`src/ple_pkg.sv`:
```
package ple_pkg;

   // List depth and the widths that follow from it.
   localparam int CAPACITY = 32;
   localparam int ADDR_W   = $clog2(CAPACITY);
   localparam int CNT_W    = $clog2(CAPACITY + 1);

   // Fixed field widths of the channels.
   localparam int ACTION_W    = 2;
   localparam int VALUE_W     = 32;
   localparam int POS_W       = 6;
   localparam int STATUS_W    = 2;
   localparam int COUNT_OUT_W = 6;

   localparam logic [ACTION_W-1:0] ACT_INSERT = 2'd0;
   localparam logic [ACTION_W-1:0] ACT_DELETE = 2'd1;
   localparam logic [ACTION_W-1:0] ACT_DUMP   = 2'd2;

   localparam logic [STATUS_W-1:0] STAT_OK      = 2'd0;
   localparam logic [STATUS_W-1:0] STAT_BAD_POS = 2'd1;
   localparam logic [STATUS_W-1:0] STAT_FULL    = 2'd2;

   typedef struct packed {
      logic [ACTION_W-1:0]       action;
      logic signed [VALUE_W-1:0] value;
      logic [POS_W-1:0]          position;
   } req_type;

   typedef struct packed {
      logic [STATUS_W-1:0]       status;
      logic signed [VALUE_W-1:0] item_value;
      logic [COUNT_OUT_W-1:0]    entry_count;
      logic                      last;
   } rsp_type;

endpackage

```
`src/ple_req_if.sv`:
```
interface ple_req_if;
   import ple_pkg::*;

   logic    valid;
   logic    ready;
   req_type payload;

   modport source (output valid, output payload, input ready);
   modport sink (input valid, input payload, output ready);
endinterface

```
`src/ple_rsp_if.sv`:
```
interface ple_rsp_if;
   import ple_pkg::*;

   logic    valid;
   logic    ready;
   rsp_type payload;

   modport source (output valid, output payload, input ready);
   modport sink (input valid, input payload, output ready);
endinterface

```
`src/ple_ram.sv`:
```
module ple_ram #(
   parameter int WIDTH = 32,
   parameter int DEPTH = 32
) (
   input  logic                     clock,
   input  logic                     wr_en,
   input  logic [$clog2(DEPTH)-1:0] wr_addr,
   input  logic [WIDTH-1:0]         wr_data,
   input  logic                     rd_en,
   input  logic [$clog2(DEPTH)-1:0] rd_addr,
   output logic [WIDTH-1:0]         rd_data
);

   logic [WIDTH-1:0] mem_ff [DEPTH];
   logic [WIDTH-1:0] rd_data_ff;

   // Read data is registered and holds its value while no read is issued.
   always_ff @(posedge clock) begin
      if (wr_en) begin
         mem_ff[wr_addr] <= wr_data;
      end
      if (rd_en) begin
         rd_data_ff <= mem_ff[rd_addr];
      end
   end

   assign rd_data = rd_data_ff;

endmodule

```
`src/positional_list_engine.sv`:
```
// Positional list engine: an ordered list of up to CAPACITY signed 32-bit values.
// Requests arrive on req_chan as valid/ready transactions carrying an action, a
// value and a 1-based position; results leave on rsp_chan the same way.
// An insert or a delete returns one result transaction; a dump returns one
// transaction per stored entry, front to back, with last set on the final one
// (an empty list gives a single transaction). Every result carries the count.
// The entries live in one single-port-write, registered-read RAM, so an insert
// or delete moves the entries behind its position one per cycle. With the
// receiver ready, an insert reads each moved entry and writes it one place
// higher before it writes the new value, and a delete reads the removed value
// before it moves each later entry down one place. A dump reads its entries
// front to back, one per cycle. A new request is accepted only after the
// previous one has handed its last result to the output register, so the
// engine never works on two requests at once.
// Synchronous reset empties the list and drops any pending result; the RAM is
// not cleared, since only entries below the count are ever read.
// When the receiver stalls, the output register holds its transaction and the
// engine waits; a dump pauses its RAM reads until the register frees up.
module positional_list_engine (
   input  logic   clock,
   input  logic   reset,
   ple_req_if.sink   req_chan,
   ple_rsp_if.source rsp_chan
);

   import ple_pkg::*;

   localparam int CMP_W = ((CNT_W > POS_W) ? CNT_W : POS_W) + 1;

   localparam logic [2:0] S_IDLE = 3'd0;
   localparam logic [2:0] S_SHUP = 3'd1;
   localparam logic [2:0] S_DEL  = 3'd2;
   localparam logic [2:0] S_DUMP = 3'd3;
   localparam logic [2:0] S_RESP = 3'd4;

   logic [2:0]                state_ff, state_in;
   logic [CNT_W-1:0]          count_ff, count_in;
   logic [ADDR_W-1:0]         ptr_ff, ptr_in;
   logic                      more_ff, more_in;
   logic                      pv_ff, pv_in;
   logic [ADDR_W-1:0]         pa_ff, pa_in;
   logic [ADDR_W-1:0]         k_ff, k_in;
   logic [VALUE_W-1:0]        val_ff, val_in;
   logic [VALUE_W-1:0]        got_ff, got_in;
   logic [STATUS_W-1:0]       status_ff, status_in;
   logic                      dv_ff, dv_in;
   logic [ADDR_W-1:0]         di_ff, di_in;
   logic                      rsp_vld_ff, rsp_vld_in;
   rsp_type                   rsp_dat_ff, rsp_dat_in;

   logic                      ram_wr_en;
   logic [ADDR_W-1:0]         ram_wr_addr;
   logic [VALUE_W-1:0]        ram_wr_data;
   logic                      ram_rd_en;
   logic [ADDR_W-1:0]         ram_rd_addr;
   logic [VALUE_W-1:0]        ram_rd_data;

   logic                      accept;
   logic                      out_free;
   logic                      out_load;
   logic [ADDR_W-1:0]         last_addr;
   logic [CMP_W-1:0]          pos_x;
   logic [CMP_W-1:0]          cnt_x;

   ple_ram #(
      .WIDTH (VALUE_W),
      .DEPTH (CAPACITY)
   ) u_ram (
      .clock   (clock),
      .wr_en   (ram_wr_en),
      .wr_addr (ram_wr_addr),
      .wr_data (ram_wr_data),
      .rd_en   (ram_rd_en),
      .rd_addr (ram_rd_addr),
      .rd_data (ram_rd_data)
   );

   assign req_chan.ready   = (state_ff == S_IDLE);
   assign accept           = req_chan.valid && req_chan.ready;
   assign rsp_chan.valid   = rsp_vld_ff;
   assign rsp_chan.payload = rsp_dat_ff;

   // The output register can take a new transaction when it is empty or
   // being drained in this cycle.
   assign out_free  = !rsp_vld_ff || rsp_chan.ready;
   assign last_addr = ADDR_W'(count_ff - CNT_W'(1));
   assign pos_x     = CMP_W'(req_chan.payload.position);
   assign cnt_x     = CMP_W'(count_ff);

   always_comb begin
      state_in    = state_ff;
      count_in    = count_ff;
      ptr_in      = ptr_ff;
      more_in     = more_ff;
      pv_in       = 1'b0;
      pa_in       = pa_ff;
      k_in        = k_ff;
      val_in      = val_ff;
      got_in      = got_ff;
      status_in   = status_ff;
      dv_in       = dv_ff;
      di_in       = di_ff;
      rsp_dat_in  = rsp_dat_ff;
      out_load    = 1'b0;
      ram_wr_en   = 1'b0;
      ram_wr_addr = pa_ff;
      ram_wr_data = ram_rd_data;
      ram_rd_en   = 1'b0;
      ram_rd_addr = ptr_ff;

      unique case (state_ff)
         S_IDLE: begin
            if (accept) begin
               val_in    = req_chan.payload.value;
               k_in      = ADDR_W'(req_chan.payload.position - POS_W'(1));
               got_in    = '0;
               status_in = STAT_OK;
               dv_in     = 1'b0;
               unique case (req_chan.payload.action)
                  ACT_INSERT: begin
                     if (pos_x == '0 || pos_x > cnt_x + CMP_W'(1)) begin
                        status_in = STAT_BAD_POS;
                        state_in  = S_RESP;
                     end else if (count_ff == CNT_W'(CAPACITY)) begin
                        status_in = STAT_FULL;
                        state_in  = S_RESP;
                     end else begin
                        // Walk from the back of the list toward the insert point.
                        ptr_in   = last_addr;
                        more_in  = (pos_x != cnt_x + CMP_W'(1));
                        state_in = S_SHUP;
                     end
                  end
                  ACT_DELETE: begin
                     if (pos_x == '0 || pos_x > cnt_x) begin
                        status_in = STAT_BAD_POS;
                        state_in  = S_RESP;
                     end else begin
                        ptr_in   = ADDR_W'(req_chan.payload.position - POS_W'(1));
                        more_in  = 1'b1;
                        state_in = S_DEL;
                     end
                  end
                  ACT_DUMP: begin
                     if (count_ff == '0) begin
                        state_in = S_RESP;
                     end else begin
                        ptr_in   = '0;
                        more_in  = 1'b1;
                        state_in = S_DUMP;
                     end
                  end
                  default: begin
                     status_in = STAT_BAD_POS;
                     state_in  = S_RESP;
                  end
               endcase
            end
         end

         S_SHUP: begin
            // Read entry j, and in the next cycle write it back at j + 1.
            if (more_ff) begin
               ram_rd_en = 1'b1;
               pv_in     = 1'b1;
               pa_in     = ptr_ff;
               if (ptr_ff == k_ff) begin
                  more_in = 1'b0;
               end else begin
                  ptr_in = ptr_ff - ADDR_W'(1);
               end
            end
            if (pv_ff) begin
               ram_wr_en   = 1'b1;
               ram_wr_addr = pa_ff + ADDR_W'(1);
            end else if (!more_ff) begin
               ram_wr_en   = 1'b1;
               ram_wr_addr = k_ff;
               ram_wr_data = val_ff;
               count_in    = count_ff + CNT_W'(1);
               state_in    = S_RESP;
            end
         end

         S_DEL: begin
            // The first read returns the removed value; each later entry moves
            // down one place.
            if (more_ff) begin
               ram_rd_en = 1'b1;
               pv_in     = 1'b1;
               pa_in     = ptr_ff;
               if (ptr_ff == last_addr) begin
                  more_in = 1'b0;
               end else begin
                  ptr_in = ptr_ff + ADDR_W'(1);
               end
            end
            if (pv_ff) begin
               if (pa_ff == k_ff) begin
                  got_in = ram_rd_data;
               end else begin
                  ram_wr_en   = 1'b1;
                  ram_wr_addr = pa_ff - ADDR_W'(1);
               end
            end else if (!more_ff) begin
               count_in = count_ff - CNT_W'(1);
               state_in = S_RESP;
            end
         end

         S_DUMP: begin
            // The RAM read register doubles as the holding stage; a new read is
            // issued only once the held entry moves to the output register.
            out_load = dv_ff && out_free;
            if (more_ff && (!dv_ff || out_load)) begin
               ram_rd_en = 1'b1;
               dv_in     = 1'b1;
               di_in     = ptr_ff;
               if (ptr_ff == last_addr) begin
                  more_in = 1'b0;
               end else begin
                  ptr_in = ptr_ff + ADDR_W'(1);
               end
            end else if (out_load) begin
               dv_in = 1'b0;
            end
            if (out_load) begin
               rsp_dat_in.status      = STAT_OK;
               rsp_dat_in.item_value  = ram_rd_data;
               rsp_dat_in.entry_count = COUNT_OUT_W'(count_ff);
               rsp_dat_in.last        = (di_ff == last_addr);
               if (di_ff == last_addr) begin
                  state_in = S_IDLE;
               end
            end
         end

         S_RESP: begin
            if (out_free) begin
               out_load               = 1'b1;
               rsp_dat_in.status      = status_ff;
               rsp_dat_in.item_value  = got_ff;
               rsp_dat_in.entry_count = COUNT_OUT_W'(count_ff);
               rsp_dat_in.last        = 1'b1;
               state_in               = S_IDLE;
            end
         end

         default: begin
            state_in = S_IDLE;
         end
      endcase

      if (out_load) begin
         rsp_vld_in = 1'b1;
      end else if (rsp_chan.ready) begin
         rsp_vld_in = 1'b0;
      end else begin
         rsp_vld_in = rsp_vld_ff;
      end
   end

   always_ff @(posedge clock) begin
      if (reset) begin
         state_ff   <= S_IDLE;
         count_ff   <= '0;
         more_ff    <= 1'b0;
         pv_ff      <= 1'b0;
         dv_ff      <= 1'b0;
         rsp_vld_ff <= 1'b0;
      end else begin
         state_ff   <= state_in;
         count_ff   <= count_in;
         more_ff    <= more_in;
         pv_ff      <= pv_in;
         dv_ff      <= dv_in;
         rsp_vld_ff <= rsp_vld_in;
      end
   end

   always_ff @(posedge clock) begin
      ptr_ff     <= ptr_in;
      pa_ff      <= pa_in;
      k_ff       <= k_in;
      val_ff     <= val_in;
      got_ff     <= got_in;
      status_ff  <= status_in;
      di_ff      <= di_in;
      rsp_dat_ff <= rsp_dat_in;
   end

`ifndef NO_ASSERTIONS
   // The move sequence never reads and writes the same entry in one cycle.
   a_no_rw_clash: assert property (@(posedge clock) disable iff (reset)
      (ram_wr_en && ram_rd_en) |-> (ram_wr_addr != ram_rd_addr))
      else $error("RAM read and write hit the same entry");

   // Writes stay within the list, one past its current end at most.
   a_wr_in_list: assert property (@(posedge clock) disable iff (reset)
      ram_wr_en |-> (CNT_W'(ram_wr_addr) <= count_ff))
      else $error("RAM write beyond the end of the list");

   // The count moves by at most one per cycle.
   a_count_step: assert property (@(posedge clock) disable iff (reset)
      1'b1 |=> (count_ff == $past(count_ff))
             || (count_ff == CNT_W'($past(count_ff) + CNT_W'(1)))
             || (count_ff == CNT_W'($past(count_ff) - CNT_W'(1))))
      else $error("entry count jumped");

   // A held dump entry always lies inside the list.
   a_dump_index: assert property (@(posedge clock) disable iff (reset)
      (state_ff == S_DUMP && dv_ff) |-> (CNT_W'(di_ff) < count_ff))
      else $error("dump index outside the list");

   // A result is loaded only into a free output register.
   a_no_overwrite: assert property (@(posedge clock) disable iff (reset)
      (rsp_vld_ff && !rsp_chan.ready) |=> (rsp_dat_ff == $past(rsp_dat_ff)))
      else $error("pending result overwritten");
`endif

endmodule
```
`src/flat_wrapper.sv`:
```
// flat-port wrapper written by rule: the top's interface ports become plain ports
module positional_list_engine_flat import ple_pkg::*;
  (clock, reset, req_chan_valid, req_chan_payload, req_chan_ready, rsp_chan_valid, rsp_chan_payload, rsp_chan_ready);
  ple_req_if req_chan_i ();
  ple_rsp_if rsp_chan_i ();
  input  logic clock;
  input  logic reset;
  input wire logic [$bits(req_chan_i.valid)-1:0] req_chan_valid;
  input wire logic [$bits(req_chan_i.payload)-1:0] req_chan_payload;
  output wire logic [$bits(req_chan_i.ready)-1:0] req_chan_ready;
  output wire logic [$bits(rsp_chan_i.valid)-1:0] rsp_chan_valid;
  output wire logic [$bits(rsp_chan_i.payload)-1:0] rsp_chan_payload;
  input wire logic [$bits(rsp_chan_i.ready)-1:0] rsp_chan_ready;
  assign req_chan_i.valid = req_chan_valid;
  assign req_chan_i.payload = req_chan_payload;
  assign req_chan_ready = req_chan_i.ready;
  assign rsp_chan_valid = rsp_chan_i.valid;
  assign rsp_chan_payload = rsp_chan_i.payload;
  assign rsp_chan_i.ready = rsp_chan_ready;
  positional_list_engine u_core (.clock(clock), .reset(reset), .req_chan(req_chan_i), .rsp_chan(rsp_chan_i));
endmodule
```
`config.mk`:
```
export PLATFORM = sky130hd
export DESIGN_NAME = positional_list_engine_flat
export DESIGN_NICKNAME = d
export VERILOG_FILES = /design/src/ple_pkg.sv /design/src/ple_req_if.sv /design/src/ple_rsp_if.sv /design/src/ple_ram.sv /design/src/positional_list_engine.sv /design/src/flat_wrapper.sv
export SDC_FILE = /design/constraint.sdc
export NUM_CORES = 1
export LEC_CHECK = 0
export BUFFER_PORTS_ARGS = -buffer_cell sky130_fd_sc_hd__buf_2
export CELL_PAD_IN_SITES_DETAIL_PLACEMENT = 0
export CELL_PAD_IN_SITES_GLOBAL_PLACEMENT = 1
export CORE_MARGIN = 3
export CORE_UTILIZATION = 49
export DETAILED_ROUTE_END_ITERATION = 8
export PLACE_DENSITY_LB_ADDON = 0.1
export SYNTH_ARGS = -nofsm -noshare
export SYNTH_HDL_FRONTEND = slang
export SYNTH_HIERARCHICAL = 1
export SYNTH_SLANG_ARGS = --single-unit
```
`constraint.sdc`:
```
create_clock -name clock -period 4 [get_ports clock]
set_input_delay 0.2 -clock clock [delete_from_list [all_inputs] [get_ports clock]]
set_output_delay 0.2 -clock clock [all_outputs]
set_load 0.005 [all_outputs]
```
* After elaboration in Yosys (flattened, before gate mapping) *
Memories as Yosys holds them, arrays and structs flattened. A register that Yosys moved wholly into a read port is not among the register bits.
Index checks and enable logic that the tools add are counted.

cells by class
  muxes and demuxes = 79
  equal/unequal tests = 35
  reductions and logical operators = 31
  add/sub/neg operators = 8
  bitwise logic cells = 1
  order comparisons = 2

operators with widths
  kind                 number
  $mux 32              6
  $mux 41              2
  $pmux 41 s2          1
  $mux 5               14
  $pmux 32 s2          1
  $mux 3               10
  $mux 1               26
  $mux 6               4
  $eq 5x5->1           4
  $pmux 5 s4           1
  $ne 2x1->1 const B   9
  $ne 2x2->1 const B   8
  $pmux 5 s3           1
  $sub 5x1->5 const B  3
  $ne 3x3->1 const B   4
  $pmux 3 s4           1
  $pmux 6 s2           1
  $reduce_and 11->1    1
  $add 5x1->5 const B  2
  $pmux 5 s2           1
  $reduce_bool 2->1    5
  $pmux 3 s3           1
  $reduce_and 9->1     1
  $pmux 1 s2           4
  other kinds (33)     45

storage, ports and cells
  flip-flop bits (word level) = 140
  RAM bits = 1024
  output and inout port bits = 43
  logic and storage cells = 174
  memories = 1

memories
  memory               words  bits a word  rd ports  clocked after Yosys merged registers in  write ports  line           source
  u_core.u_ram.mem_ff  32     32           1         1                                        1            ple_ram.sv:14  logic [WIDTH-1:0] mem_ff [DEPTH];

* Logic depth before layout (Yosys ltp) *
  depth after elaboration = 7
  mapped depth = 12
  gate-level depth less buffers = 11

* By module *
The synthesis kept the hierarchy.

modules (own cells, without submodules)
  module                  cells each  area an instance (sq um)  times used
  ple_ram                 2260        40812.9                   1
  positional_list_engine  562         7086.8                    1

* Worst setup path after synthesis *
Ideal clock, no wire load.

  path kind = flip-flop to flip-flop
  start = register u_core.state_ff[1]
  end = register u_core.got_ff[0], enable pin
  clock period less this slack = 4263 ps
  data required time = 3534 ps
  arrival time = 3797 ps
  cell stages (with the launch flop) = 8
  slack = -263 ps
  path buffers = 2
  cells stage by stage = dfxtp_1 clkbuf_1 and2b_1 inv_1 nor2_1 clkbuf_1 nand2_1 o21ai_0

on the way
  word-level cells in the longest chain between the ends = 4
  elaborated cells between the ends (all ways) = 8

RTL lines
  item                            line                                                         source
  from (decl)                     positional_list_engine.sv:36                                 logic [2:0] state_ff, state_in;
  from (signal assigned)          positional_list_engine.sv:272                                state_ff <= state_in;
  $logic_not 3->1                 positional_list_engine.sv:78, positional_list_engine.sv:111
  $logic_and 1x1->1               positional_list_engine.sv:79                                 assign accept = req_chan.valid && req_chan.ready;
  $ne 2x2->1 (no line)            --
  $reduce_and 4->1 (no line) (*)  --
  to (signal assigned)            positional_list_engine.sv:286                                got_ff <= got_in;
  to (decl)                       positional_list_engine.sv:44                                 logic [VALUE_W-1:0] got_ff, got_in;

Mark *: on every way between the ends. The rest lies on a longest branch, timed or not.
A chain may end at the register's enable or synchronous reset.

* Final worst setup path *
  start = register u_core.k_ff[1]
  end = memory u_core.u_ram.mem_ff[8][17], enable pin

on the way
  elaborated cells between the ends (all ways) = 11

RTL lines
  item                       line                           source
  from (decl)                positional_list_engine.sv:42   logic [ADDR_W-1:0] k_ff, k_in;
  from (signal assigned)     positional_list_engine.sv:284  k_ff <= k_in;
  $eq 5x5->1                 positional_list_engine.sv:199  if (pa_ff == k_ff) begin
  $mux 5                     positional_list_engine.sv:199
  $mux 5                     positional_list_engine.sv:198  if (pv_ff) begin
  $pmux 5 s2                 positional_list_engine.sv:111  unique case (state_ff)
  net u_core.ram_wr_addr[3]  positional_list_engine.sv:52   logic [ADDR_W-1:0] ram_wr_addr;
  to (decl)                  ple_ram.sv:14

The timed path passes the listed nets, and every way through them passes these cells.

==> results by group <==
Run status
  • Status: completed

Floorplanning
  • Starting Density: 49.5%
  • Row count: 114
  • Core area: 0.0969 sq mm
  • Die area: 0.102 sq mm
  • Die height: 319 um
  • Boundary Pins: 87
  • Horiz. Die Dim: 319 um

Worst setup path
  • Worst path cell trace: xor2_1, nor3_1, nand3_1, nand3_1, or4_1, a21oi_1, o22a_1, or3b_2, nor2_4, buf_4
  • Critical Path Start Type: register
  • Slowest cell on the critical path: or3b_2
  • Critical path class: reg -> reg
  • Slowest cell delay on critical path: 610 ps
  • CP delay by family, top: simple AND/OR/NAND/NOR gates
  • Worst Path Arrival: 3930 ps
  • CP max FO: 19
  • Buffers & Inverters on Critical Path: 1
  • Worst Setup End Kind: register
  • CP required: 4370 ps
  • CP dominant cell by count: nand3_1

Timing
  • Tcrit/Tclk final: 89.1%
  • Peak Freq: 281 MHz
  • Min Tclk post-route: 3560 ps
  • Worst hold margin: 69.0 ps
  • RSZ-0062 raised after global routing: no
  • Final Hold Vio Count: 0
  • Worst-Margin Slew: 1160 ps
  • Rel. slew slack: 23.0%
  • # setup viols final: 0
  • Final Max Tran Viols: 0
  • Final clock skew: 38.6 ps

Routing
  • Drt drc: 0
  • Initial DRC Count: 2672
  • Vias per inst: 5.85
  • Wirelength per Cell: 27.8 um
  • Via Count: 25801
  • Total wire length: 123000 um
  • Post-DRT Antenna Nets: 0
  • Drt pass-1 iters: 5

Global routing
  • Number of antenna violations at the first check in global routing: 6
  • Tot GR Track Use: 24.0%
  • First-pass GRT wire length: 178000 um
  • Grt total ovfl: 0
  • Number of global-route vias before repair: 25966
  • Pin count of the biggest net entering global routing: 91

Placement
  • GP Congestion: 0.826
  • Inst Count DP: 4155
  • Port bufs: 86
  • Placed wire-length estimate: 76000 um

Yosys
  • Syn avg cell area: 17.0 sq um
  • Cell taking the most area after synthesis: edfxtp_1
  • Post-Syn Area: 0.0479 sq mm
  • Unique masters post-synth: 56
  • Top_reg_cell synth: edfxtp_1
  • Post-synth EDFFs: 1183
  • Mapped Nets: 2892
  • Synthesis warning total: 6
  • Post-synth ARST share: 0%
  • Synth Register Bits: 1196
  • Sequential area share after synthesis: 74.7%
  • Synth top area cells: edfxtp_1 (74%), mux2i_1 (11%), a22oi_1 (1.6%), mux2_2 (1.6%), a21oi_1 (1.3%)
  • Synth cell count leaders: edfxtp_1 (1183), mux2i_1 (515), nand2_1 (128)
  • Most frequent cell after synthesis: edfxtp_1
  • Yosys top cell area share: 74.2%
  • Post-Syn Instances: 2822

Clock network
  • # clock sinks: 1196
  • CTS buffer count: 121
  • Worst-path clk slew: 60 ps
  • Post-CTS Resized: 0
  • Root Driver: clkbuf_16
  • Post-CTS setup buffer count: 0
  • Worst-Skew Late Latency: 720 ps
  • H-tree depth: 3
  • CTS tree: built
  • Clock buffer depth: 3

Layout
  • Synth-to-Final Area Change: 14.7%
  • Layout cells sized above 1: 15.9%
  • # nets final: 3109
  • Fin cells: 4412

Pwr
  • Maximum VDD drop: 0.000411 V
  • Leakage power: 19.2 nW
  • Power per standard cell area: 490 mW/mm^2

Hold path
  • Min-Delay Path Class: in -> reg

Flow run
  • MaxCap Viol Count: 0
-- cell type report --
class,instances,area [sq um]
Tap cell,1276,1600
Antenna cell,1,2.50
Sequential cell,1196,35800
Inverter,29,109
Clock buffer,149,3130
Fill cell,7503,41900
Multi-Input combinational cell,1446,11500
Timing Repair Buffer,245,2190
Clock inverter,70,666
-- path summary, 6_finish.rpt --
check	start	to	slack, ps	cells after the start
worst max-delay path	u_core/k_ff[1]$_DFFE_PP_	u_core/u_ram/mem_ff[8][17]$_DFFE_PP_	440	10
worst min-delay path	req_chan_valid	u_core/dv_ff$_SDFFE_PP0P_	70	4
worst max register to register	u_core/k_ff[1]$_DFFE_PP_	u_core/u_ram/mem_ff[8][17]$_DFFE_PP_	440	10
worst min register to register	u_core/got_ff[2]$_SDFFCE_PN0P_	u_core/rsp_chan.payload[9]$_DFFE_PP_	540	1
-- report_power, final --
part / internal [mW] / switching [mW]
clock: 6.19 / 4.62
sequential: 13.8 / 0.0664
combinational: 0.785 / 1.42
-- stage by stage --
stage | setup slack, ps | instance area, sq um | setup TNS (ps) | power [mW] | util (%)
after CTS | 460 | 54900 | 0 | 27.1 | 56.7
after global routing | 230 | 54900 | 0 | 27.8 | 56.7
after detailed placement | 481 | 50800 | 0 | 16.3 | 52.4
after global placement | 420 | 50800 | 0 | 16.3 | 52.4
after floorplan | -76.4 | 47900 | -10370 | 15.5 | -
final | 437 | 54900 | 0 | 26.9 | 56.7
-- worst min-delay path, cell delays in order --
cell and delay [ps]:
buf_2 130, nand2_1 180, a31oi_1 120, nor2_1 90
-- state kept, by name (all words and copies together) (netlist names) --
register,count
u_core/pv_ff,1
u_core/u_ram/mem_ff,1024
u_core/got_ff,32
u_core/di_ff,5
u_core/u_ram/rd_data,32
u_core/rsp_chan.valid,1
u_core/ptr_ff,5
u_core/state_ff,3
u_core/k_ff,5
u_core/pa_ff,5
u_core/more_ff,1
u_core/status_ff,2
u_core/dv_ff,1
u_core/rsp_chan.payload,41
u_core/count_ff,6
u_core/val_ff,32
-- cell usage in the layout, fill, tap and decap left out, types with 66 or more instances in the layout --
cell type,Yosys,layout
a21oi_1,120,120
a22oi_1,99,99
buf_2,33,86
buf_4,36,84
clkbuf_16,0,121
edfxtp_1,1183,1183
mux2_2,66,66
mux2i_1,515,515
nand2_1,128,126
nand3_1,115,115
-- cell families (layout without fill, tap and decap cells) --
logic type / Yosys count / in the layout / synth area share (%)
other cells: 0 / 1 / 0
fa+ha+maj: 26 / 26 / 0.695
simple gates: 432 / 432 / 4.33
xor+xnor: 39 / 39 / 0.744
compound gates: 368 / 368 / 5.18
flops: 1196 / 1196 / 74.7
mux: 581 / 581 / 12.3
buf+inv: 180 / 493 / 2.03
-- routing by layer --
layer	vias up	GRT usage [%]	wire [um]
met5	-	0	0
met4	0	5.35	2280
met3	158	3.57	7760
met2	861	38.1	57700
met1	13279	35.4	54700
li1	11503	-	-
-- repair_timing --
action / CTS / global route
endpoints found under the hold margin: 47 / 0
setup endpoints to repair: 0 / 0
hold buffers: 37 / 0
Power figures use the tool's default switching activity.
